`config.mk`:
```
export PLATFORM = sky130hd
export DESIGN_NAME = key_debounce_press_detector
export DESIGN_NICKNAME = d
export VERILOG_FILES = /design/src/rtl/kdpd_pkg.sv /design/src/rtl/kdpd_lane.sv /design/src/rtl/kdpd_merge.sv /design/src/rtl/key_debounce_press_detector.sv
export SDC_FILE = /design/constraint.sdc
export NUM_CORES = 1
export LEC_CHECK = 0
export BUFFER_PORTS_ARGS = -buffer_cell sky130_fd_sc_hd__buf_2
export CORE_MARGIN = 5
export CORE_UTILIZATION = 32
export CTS_BUF_LIST = sky130_fd_sc_hd__clkbuf_8
export DETAILED_ROUTE_END_ITERATION = 7
export SLEW_MARGIN = 15
export SYNTH_ARGS = -nofsm -noshare
export SYNTH_HDL_FRONTEND = slang
export SYNTH_SLANG_ARGS = --single-unit
```
`constraint.sdc`:
```
create_clock -name clk_i -period 3.1 [get_ports clk_i]
set_input_delay 0 -clock clk_i [delete_from_list [all_inputs] [get_ports clk_i]]
set_output_delay 0 -clock clk_i [all_outputs]
set_load 0.005 [all_outputs]
```
`src/rtl/kdpd_pkg.sv`:
```
// Shared types and constants for the key debounce press detector.
package kdpd_pkg;

  // Width of the raw switch word and of the packed flag outputs
  localparam int unsigned RAW_WIDTH = 16;
  localparam int unsigned OUT_WIDTH = 16;
  localparam int unsigned PIN_IDX_W = 8;

  // Operation codes carried by an input transaction
  typedef enum logic [1:0] {
    OP_SAMPLE = 2'd0,
    OP_LEVEL  = 2'd1,
    OP_PULSE  = 2'd2
  } op_e;

  // Per-pin debounce phase
  typedef enum logic [1:0] {
    PH_IDLE = 2'd0,
    PH_ONE  = 2'd1,
    PH_TWO  = 2'd2,
    PH_HELD = 2'd3
  } phase_e;

  // Broadcast control to every lane, already qualified by the accept strobe
  typedef struct packed {
    logic sample;
    logic rd_level;
    logic rd_pulse;
  } lane_ctrl_t;

  // Lane status toward the merge stage: flags after this transaction and
  // the queried flag before clearing
  typedef struct packed {
    logic level;
    logic pulse;
    logic flag;
  } lane_stat_t;

endpackage

```
`src/rtl/kdpd_lane.sv`:
```
// One debounce lane: phase machine and level/pulse flags of a single pin.
module kdpd_lane
  import kdpd_pkg::*;
(
  input  logic       clk_i,
  input  logic       rst_ni,
  input  lane_ctrl_t ctrl_i,
  input  logic       pressed_i,
  input  logic       sel_i,
  output lane_stat_t stat_o
);

  phase_e phase_q, phase_d;
  logic   level_q, level_d;
  logic   pulse_q, pulse_d;
  logic   flag;

  // Compute next phase and flags for a sample or a query
  always_comb begin
    phase_d = phase_q;
    level_d = level_q;
    pulse_d = pulse_q;
    flag    = 1'b0;
    if (ctrl_i.sample) begin
      case (phase_q)
        PH_IDLE: begin
          if (pressed_i) begin
            level_d = 1'b0;
            pulse_d = 1'b0;
            phase_d = PH_ONE;
          end
        end
        PH_ONE: begin
          if (pressed_i) begin
            level_d = 1'b0;
            pulse_d = 1'b0;
            phase_d = PH_TWO;
          end else begin
            phase_d = PH_IDLE;
          end
        end
        PH_TWO: begin
          if (pressed_i) begin
            level_d = 1'b1;
            pulse_d = 1'b1;
            phase_d = PH_HELD;
          end else begin
            phase_d = PH_IDLE;
          end
        end
        default: begin
          if (pressed_i) begin
            level_d = 1'b1;
            pulse_d = 1'b0;
          end else begin
            level_d = 1'b0;
            pulse_d = 1'b0;
            phase_d = PH_IDLE;
          end
        end
      endcase
    end else if (ctrl_i.rd_level && sel_i) begin
      flag    = level_q;
      level_d = 1'b0;
    end else if (ctrl_i.rd_pulse && sel_i) begin
      flag    = pulse_q;
      pulse_d = 1'b0;
    end
  end

  // Hold lane state; the control is zero outside accepted transactions
  always_ff @(posedge clk_i or negedge rst_ni) begin
    if (!rst_ni) begin
      phase_q <= PH_IDLE;
      level_q <= 1'b0;
      pulse_q <= 1'b0;
    end else begin
      phase_q <= phase_d;
      level_q <= level_d;
      pulse_q <= pulse_d;
    end
  end

  assign stat_o.level = level_d;
  assign stat_o.pulse = pulse_d;
  assign stat_o.flag  = flag;

endmodule

```
`src/rtl/kdpd_merge.sv`:
```
// Merge stage: combine lane results into the registered output transaction.
module kdpd_merge
  import kdpd_pkg::*;
#(
  parameter int unsigned PIN_COUNT = 16
) (
  input  logic                 clk_i,
  input  logic                 rst_ni,
  input  logic                 accept_i,
  input  lane_stat_t           stat_i [PIN_COUNT],
  input  logic                 out_ready_i,
  output logic                 out_valid_o,
  output logic                 flag_o,
  output logic [OUT_WIDTH-1:0] level_bits_o,
  output logic [OUT_WIDTH-1:0] pulse_bits_o
);

  logic                 valid_q, valid_d;
  logic                 flag_q;
  logic [OUT_WIDTH-1:0] level_q, pulse_q;
  logic [PIN_COUNT-1:0] flag_vec;
  logic [OUT_WIDTH-1:0] level_pack, pulse_pack;

  // Gather the queried flag; only the selected lane can drive it
  for (genvar i = 0; i < PIN_COUNT; i++) begin : g_flag
    assign flag_vec[i] = stat_i[i].flag;
  end

  // Pack the visible pins; pins that do not exist read as zero
  for (genvar i = 0; i < OUT_WIDTH; i++) begin : g_pack
    if (i < PIN_COUNT) begin : g_pin
      assign level_pack[i] = stat_i[i].level;
      assign pulse_pack[i] = stat_i[i].pulse;
    end else begin : g_none
      assign level_pack[i] = 1'b0;
      assign pulse_pack[i] = 1'b0;
    end
  end

  // Set valid on accept, drop it when the receiver takes the transaction
  always_comb begin
    valid_d = valid_q;
    if (accept_i) begin
      valid_d = 1'b1;
    end else if (out_ready_i) begin
      valid_d = 1'b0;
    end
  end

  always_ff @(posedge clk_i or negedge rst_ni) begin
    if (!rst_ni) begin
      valid_q <= 1'b0;
    end else begin
      valid_q <= valid_d;
    end
  end

  // Load the payload only on accept
  always_ff @(posedge clk_i) begin
    if (accept_i) begin
      flag_q  <= |flag_vec;
      level_q <= level_pack;
      pulse_q <= pulse_pack;
    end
  end

  assign out_valid_o  = valid_q;
  assign flag_o       = flag_q;
  assign level_bits_o = level_q;
  assign pulse_bits_o = pulse_q;

endmodule

```
`src/rtl/key_debounce_press_detector.sv`:
```
// Top level of the key debounce press detector for active-low switches.
//
// Input channel (in_valid_i/in_ready_o) carries op_i, raw_bits_i and
// pin_index_i. A sample transaction inverts each raw bit into a pressed
// flag and advances that pin's phase machine; three pressed samples in a
// row set the pin's level flag and a one-sample pulse flag. A level or
// pulse query returns the pin's flag in flag_o and clears it; a pin at or
// beyond PIN_COUNT returns zero and changes nothing.
// Output channel (out_valid_o/out_ready_i) gives one result per input
// transaction: flag_o, plus level_bits_o and pulse_bits_o for pins 0..15
// after the transaction.
// The result appears the cycle after accept. One transaction per cycle is
// sustained while the receiver is ready, set by the single output register
// behind the per-pin lanes, which all update in the accepting cycle.
// When the receiver stalls, the result holds and in_ready_o drops until
// it is taken; in_ready_o is high in the same cycle out_ready_i is high.
// Reset puts every pin in the idle phase with both flags cleared and
// empties the output register.
module key_debounce_press_detector
  import kdpd_pkg::*;
#(
  parameter int unsigned PIN_COUNT = 16
) (
  input  logic                 clk_i,
  input  logic                 rst_ni,
  input  logic                 in_valid_i,
  output logic                 in_ready_o,
  input  logic [1:0]           op_i,
  input  logic [RAW_WIDTH-1:0] raw_bits_i,
  input  logic [PIN_IDX_W-1:0] pin_index_i,
  output logic                 out_valid_o,
  input  logic                 out_ready_i,
  output logic                 flag_o,
  output logic [OUT_WIDTH-1:0] level_bits_o,
  output logic [OUT_WIDTH-1:0] pulse_bits_o
);

  logic       accept;
  lane_ctrl_t ctrl;
  lane_stat_t stat [PIN_COUNT];

  assign in_ready_o = !out_valid_o || out_ready_i;
  assign accept     = in_valid_i && in_ready_o;

  // Decode the operation into lane control
  always_comb begin
    ctrl = '0;
    if (accept) begin
      case (op_e'(op_i))
        OP_SAMPLE: ctrl.sample   = 1'b1;
        OP_LEVEL:  ctrl.rd_level = 1'b1;
        OP_PULSE:  ctrl.rd_pulse = 1'b1;
        default:   ctrl = '0;
      endcase
    end
  end

  // One lane per pin; pins past the raw word always see a release
  for (genvar i = 0; i < PIN_COUNT; i++) begin : g_lane
    logic pressed;
    logic sel;
    if (i < RAW_WIDTH) begin : g_raw
      assign pressed = !raw_bits_i[i];
    end else begin : g_rel
      assign pressed = 1'b0;
    end
    assign sel = (pin_index_i == PIN_IDX_W'(i));

    kdpd_lane u_lane (
      .clk_i     (clk_i),
      .rst_ni    (rst_ni),
      .ctrl_i    (ctrl),
      .pressed_i (pressed),
      .sel_i     (sel),
      .stat_o    (stat[i])
    );
  end

  kdpd_merge #(
    .PIN_COUNT (PIN_COUNT)
  ) u_merge (
    .clk_i        (clk_i),
    .rst_ni       (rst_ni),
    .accept_i     (accept),
    .stat_i       (stat),
    .out_ready_i  (out_ready_i),
    .out_valid_o  (out_valid_o),
    .flag_o       (flag_o),
    .level_bits_o (level_bits_o),
    .pulse_bits_o (pulse_bits_o)
  );

  // Every accepted transaction shows up as a result in the next cycle
  a_accept_valid: assert property (@(posedge clk_i) disable iff (!rst_ni)
    accept |=> out_valid_o)
    else $error("accepted transaction did not produce a result");

  // A sample never reports a queried flag
  a_sample_flag: assert property (@(posedge clk_i) disable iff (!rst_ni)
    (accept && op_i == OP_SAMPLE) |=> !flag_o)
    else $error("sample transaction returned a set flag");

  // A level query leaves the queried level bit cleared
  a_level_clear: assert property (@(posedge clk_i) disable iff (!rst_ni)
    (accept && op_i == OP_LEVEL && pin_index_i < PIN_IDX_W'(OUT_WIDTH))
    |=> !level_bits_o[$past(pin_index_i[3:0])])
    else $error("level flag still set after read-and-clear");

  // A pulse query leaves the queried pulse bit cleared
  a_pulse_clear: assert property (@(posedge clk_i) disable iff (!rst_ni)
    (accept && op_i == OP_PULSE && pin_index_i < PIN_IDX_W'(OUT_WIDTH))
    |=> !pulse_bits_o[$past(pin_index_i[3:0])])
    else $error("pulse flag still set after read-and-clear");

endmodule

```
# ---- Yosys cells after proc, flatten, opt, wreduce, memory -nomap -nowiden
# Index checks and enable logic that the tools add are counted.
dict set report totals {
  ff_bits 98
  out_inout_bits 35
  word_cells 546
}
dict set report classes {
  reduce_logical 103
  n_mux 326
  eq_ne 65
}
# operator count
set op_table {}
lappend op_table {{$mux 1} 213}
lappend op_table {{$mux 2} 64}
lappend op_table {{$pmux 2 s3} 16}
lappend op_table {{$eq 8x4->1 const B} 8}
lappend op_table {{$pmux 1 s2} 32}
lappend op_table {{$reduce_bool 4->1} 16}
lappend op_table {{$reduce_and 3->1} 16}
lappend op_table {{$eq 2x1->1 const B} 17}
lappend op_table {{$eq 2x2->1 const B} 17}
lappend op_table {{$logic_not 2->1} 17}
lappend op_table {{$logic_and 1x1->1} 33}
lappend op_table {{$eq 8x3->1 const B} 4}
lappend op_table {{$ne 2x2->1 const B} 16}
lappend op_table {{$reduce_or 2->1} 16}
lappend op_table {{$eq 8x2->1 const B} 2}
lappend op_table {{$reduce_or 16->1} 1}
lappend op_table {{$eq 8x1->1 const B} 1}
lappend op_table {{$logic_not 8->1} 1}
lappend op_table {{$mux 3} 1}
lappend op_table {{$reduce_bool 2->1} 1}
lappend op_table {{$logic_not 1->1} 1}
lappend op_table {{$logic_or 1x1->1} 1}

# ---- Longest topological paths before layout
dict set report depth {
  word_depth 9
  depth_mapped 8
  mapped_depth_nobuf 7
}

# ---- Cells and area by module
# A second synthesis with hierarchy kept.
dict set report unflattened {
  cells_unflattened 521
  hier_area_um2 5467.7
}
# mod seq_area_each_um2 cells_each area_per_inst_um2 instances
set modules_own_cells {}
lappend modules_own_cells {kdpd_lane 100.1 27 259.0 16}
lappend modules_own_cells {kdpd_merge 1016.0 41 1058.5 1}
lappend modules_own_cells {key_debounce_press_detector 0.0 48 265.3 1}

# ---- Worst setup path before layout
# No wires, ideal clock.
dict set report synth_timing {
  kind {register to register}
  start {reg u_merge.valid_q (netlist: u_merge.out_valid_o)}
  end {reg u_merge.flag_q (netlist: u_merge.flag_o), data pin}
  required_ps 2961
  setup_time_ps 139
  setup_slack_ps 505
  synth_period_minus_slack_ps 2595
  path_stages_with_launch 6
  arrival_ps 2455
  path_cell_list {dfrtp_1 -> nor2b_1 -> nor2_1 -> nor4b_1 -> a211oi_1 -> nand4b_1}
}
dict set report synth_between {
  elab_chain_len 9
  elab_cells_between_ends 85
  classes_between {mux: 49; reduce/logical: 36}
}
# element line_no
set synth_lines {}
lappend synth_lines {{start: declaration} kdpd_merge.sv:18} ;# logic valid_q, valid_d;
lappend synth_lines {{start signal: assignment} kdpd_merge.sv:54} ;# valid_q <= valid_d;
lappend synth_lines {{$logic_not 1->1 *} key_debounce_press_detector.sv:42} ;# assign in_ready_o = !out_valid_o || out_ready_i;
lappend synth_lines {{$logic_or 1x1->1 *} key_debounce_press_detector.sv:42}
lappend synth_lines {{$logic_and 1x1->1 *} key_debounce_press_detector.sv:43} ;# assign accept = in_valid_i && in_ready_o;
lappend synth_lines {{via accept} key_debounce_press_detector.sv:38} ;# logic accept;
lappend synth_lines {{$mux 3 *} key_debounce_press_detector.sv:48} ;# if (accept) begin
lappend synth_lines {{$logic_and 1x1->1} kdpd_lane.sv:65} ;# end else if (ctrl_i.rd_pulse && sel_i) begin
lappend synth_lines {{$mux 1} kdpd_lane.sv:65}
lappend synth_lines {{$mux 1} kdpd_lane.sv:62} ;# end else if (ctrl_i.rd_level && sel_i) begin
lappend synth_lines {{$mux 1} kdpd_lane.sv:24} ;# if (ctrl_i.sample) begin
lappend synth_lines {{$reduce_or 16->1 *} kdpd_merge.sv:61} ;# flag_q <= |flag_vec;
lappend synth_lines {{end signal: assignment} kdpd_merge.sv:61}
lappend synth_lines {{end: declaration} kdpd_merge.sv:19} ;# logic flag_q;
# Mark *: on every way through the listed nets, which the timed path passes. The rest lies on a longest branch.
# A chain may end at the register's enable or synchronous reset.

# ---- Worst setup path in the final report
dict set report layout_timing {
  start {reg u_merge.valid_q (netlist: u_merge.out_valid_o)}
  end {reg u_merge.pulse_q[9] (netlist: u_merge.pulse_bits_o[9]), data pin}
}
dict set report layout_between {
  elab_chain_len 8
  elab_cells_between_ends 9
  classes_between {mux: 4; reduce/logical: 5}
}
# element line_no
set layout_lines {}
lappend layout_lines {{$logic_not 1->1 *} key_debounce_press_detector.sv:42}
lappend layout_lines {{$logic_or 1x1->1 *} key_debounce_press_detector.sv:42}
lappend layout_lines {{$logic_and 1x1->1 *} key_debounce_press_detector.sv:43}
lappend layout_lines {{$mux 3 *} key_debounce_press_detector.sv:48}
lappend layout_lines {{$logic_and 1x1->1} kdpd_lane.sv:65}
lappend layout_lines {{$mux 1} kdpd_lane.sv:65}
lappend layout_lines {{$mux 1} kdpd_lane.sv:62}
lappend layout_lines {{$mux 1 *} kdpd_lane.sv:24}
lappend layout_lines {{via g_lane[9].u_lane.pulse_d} kdpd_lane.sv:15} ;# logic pulse_q, pulse_d;
lappend layout_lines {{end signal: assignment} kdpd_merge.sv:63} ;# pulse_q <= pulse_pack;
lappend layout_lines {{end: declaration} kdpd_merge.sv:20} ;# logic [OUT_WIDTH-1:0] level_q, pulse_q;
# Marks and branches as above.

==> qor.yml <==
ant_nets: 0
yosysWarnings: 0
hold_viol: 0
synth-edff-count: 33
place_hpwl_um: 11000
synth_fp_nets: 723
die_w_um: 146
cp-start-kind: "flop"
area_growth_pct: 17.0
max-cap-violations: 0
drt_iter0_markers: 311
routed_wl_um: 14800
worst_setup_path_end_kind: "flop"
cts_root_buf: "clkbuf_8"
rsz0062_at_grt: "no"
ctsResizeCount: 0
grt.total_usage: 0.144
seq_area_frac_synth: 0.439
dr.pass1.iters: 5
min_period_ns: 2.45
row_count: 50
synthXorXnorAreaFrac: 0
grt_pass1_vias: 4744
synth_compound_area_frac: 0.207
numCtsBuffers: 9
synth_top_family_by_area: "compound AO/OA/AOI/OAI gates"
synthAdderAreaFrac: 0.134
syn_avg_cell_area_um2: 9.48
die_h_um: 146
synth_cell_type_count: 48
clock_path_buffers: 2
p_leak_nw: 3.04
syn_inst: 629
async_flop_share: 0.663
via_per_inst: 5.11
ioPinCount: 65
crit_slowest_cell: "nand3_2"
io_buffers: 64
worst-endpoint-required_ns: 3.31
path_buf_inv: 2
core_area_um2: 18500
antenna_found_initial: 0
die-area_um2: 21500
max_stage_delay_ns: 0.48
finalClockSkew_ns: 0.0144
hold_path_class: "primary input to flop"
globalplace.congestion: 0.840
fmax_ghz: 0.408
layout-drive-gt1-share: 0.128
grt_pass1_wl_um: 25000
drc: 0
ys_ff_latch: 98
cts_tree: "built"
grt_max_degree: 45
cts.htree.levels: 3
wl_per_cell_um: 15.5
slew_violations: 0
vdd.ir_drop.worst_mv: 0.253
synth_mux_area_frac: 0.0136
critPathTopFamily: "simple AND/OR/NAND/NOR gates"
power.density_nw_per_um2: 688
final_common_cell: "dfrtp_1"
start_util: 0.322
cp_max_fo: 31
tightest_slew_ns: 0.624
clk_pin_slew_ns: 0.10
critical_path.cell_chain: "nor2b_1 > inv_2 > nand3_2 > buf_12 > or3_1 > nor2_1 > a2bb2oi_1"
numClockSinks: 98
yosys.area_share.simple: 0.156
slew_headroom: 0.583
crit_arrival_ns: 2.66
overflow: 0
outcome: "complete, no violations"
synth_ff_type: "dfrtp_1"
crit_type: "flop to flop"
whs_ns: 0.0674
clock_latency_ns: 0.38
antenna_cells: 0
fin_nets: 805
setup_violations: 0
fin_crit_sh: 0.791
setup_tns_ns: 0
final_cell_mix: "dfrtp_1 (65), ha_1 (64), buf_2 (64)"
via_count: 4859
syn-cell-area_um2: 5960
state kept, by name, summed over array words and instances (netlist names):
signal and cells:
u_merge.flag_o 1, g_lane.u_lane.level_q 16, u_merge.level_bits_o 16, u_merge.pulse_bits_o 16, g_lane.u_lane.phase_q 32, u_merge.out_valid_o 1
g_lane.u_lane.pulse_q 16
synthesized netlist by cell type, drive strengths merged, types with 2 or more instances:
library cell,instances,share of area
o31a,2,0.0029
o32ai,2,0.0029
nand4b,2,0.0029
a211o,3,0.0044
nand3,5,0.0042
a21oi,45,0.038
nand2b,3,0.0031
a31oi,2,0.0021
a21o,4,0.0050
and3,2,0.0021
edfxtp,33,0.17
nor4,5,0.0063
nor2b,6,0.0063
o31ai,37,0.047
mux2i,7,0.012
a22oi,2,0.0025
clkbuf,13,0.0082
a2bb2oi,15,0.022
buf,7,0.0057
nand4,4,0.0042
inv,58,0.037
nand2,63,0.040
dfrtp,65,0.27
o21a,10,0.013
and2,3,0.0031
o41ai,20,0.031
ha,64,0.13
o21ai,29,0.024
or3,9,0.0094
nor2,58,0.037
nor3,36,0.031
o2bb2ai,5,0.0073
report_power, final:
| part | internal (mW) | switching (mW) |
|---|---|---|
| logic | 0.795 | 1.05 |
| clock network | 0.466 | 0.439 |
| registers | 1.74 | 0.317 |
| total | 3.00 | 1.80 |
worst min-delay path: stages:
cell and delay, ns:
buf_2 0.10, nor2b_1 0.11, inv_2 0.13, nand2_1 0.07
per-layer routing:
layer  global-route usage  part of all wire  vias up
met2                0.229              0.46      100
met4               0.0301             0.012        0
met1                0.197              0.48     2297
met3               0.0385             0.047       12
li1                     -                 -     2450
met5                    0                 0        -
final timing paths:
| check | start | endpoint | slack (ns) | depth (start not counted) |
|---|---|---|---|---|
| max in group asynchronous | rst_ni | g_lane[10].u_lane.phase_q[0] | 2.41 | 3 |
| worst max-delay path | u_merge.out_valid_o | u_merge.pulse_bits_o[9] | 0.65 | 7 |
| worst max register to register | u_merge.out_valid_o | u_merge.pulse_bits_o[9] | 0.65 | 7 |
| worst min register to register | g_lane[15].u_lane.level_q | g_lane[15].u_lane.level_q | 0.54 | 2 |
| worst min-delay path | out_ready_i | u_merge.out_valid_o | 0.07 | 4 |
| min in group asynchronous | rst_ni | g_lane[0].u_lane.phase_q[1] | 0.14 | 3 |
kinds of logic after synthesis:
family | Yosys count
AO/OA/AOI/OAI | 180
adder cells (fa/ha/maj) | 64
buffers and inverters | 78
flip-flops | 98
multiplexers | 8
AND/OR/NAND/NOR | 201
layout make-up:
class	instances	area (um^2)
Inverter	58	218
Tap cell	234	293
Timing Repair Buffer	91	581
Clock buffer	10	138
Fill cell	1877	11500
Sequential cell	98	2620
Clock inverter	6	75.1
Multi-Input combinational cell	453	3060
metrics by stage:
step | setup WS [ns] | total power [mW] | instances | cell area (um^2) | util
6_report | 0.649 | 4.80 | 950 | 6980 | 0.377
5_1_grt | 0.406 | 5.26 | 950 | 6980 | 0.377
4_1_cts | 0.648 | 4.85 | 950 | 6980 | 0.377
3_5_place_dp | 0.683 | 3.90 | 916 | 6590 | 0.356
3_3_place_gp | 0.791 | 3.88 | 916 | 6590 | 0.356
2_1_floorplan | 0.505 | 3.39 | 629 | 5960 | -
repair_timing:
item	in CTS	in global routing
hold buffers	18	0
buffers inserted	0	0
endpoints found under the hold margin	102	0
Note: power is estimated with default switching activity, not from simulation.
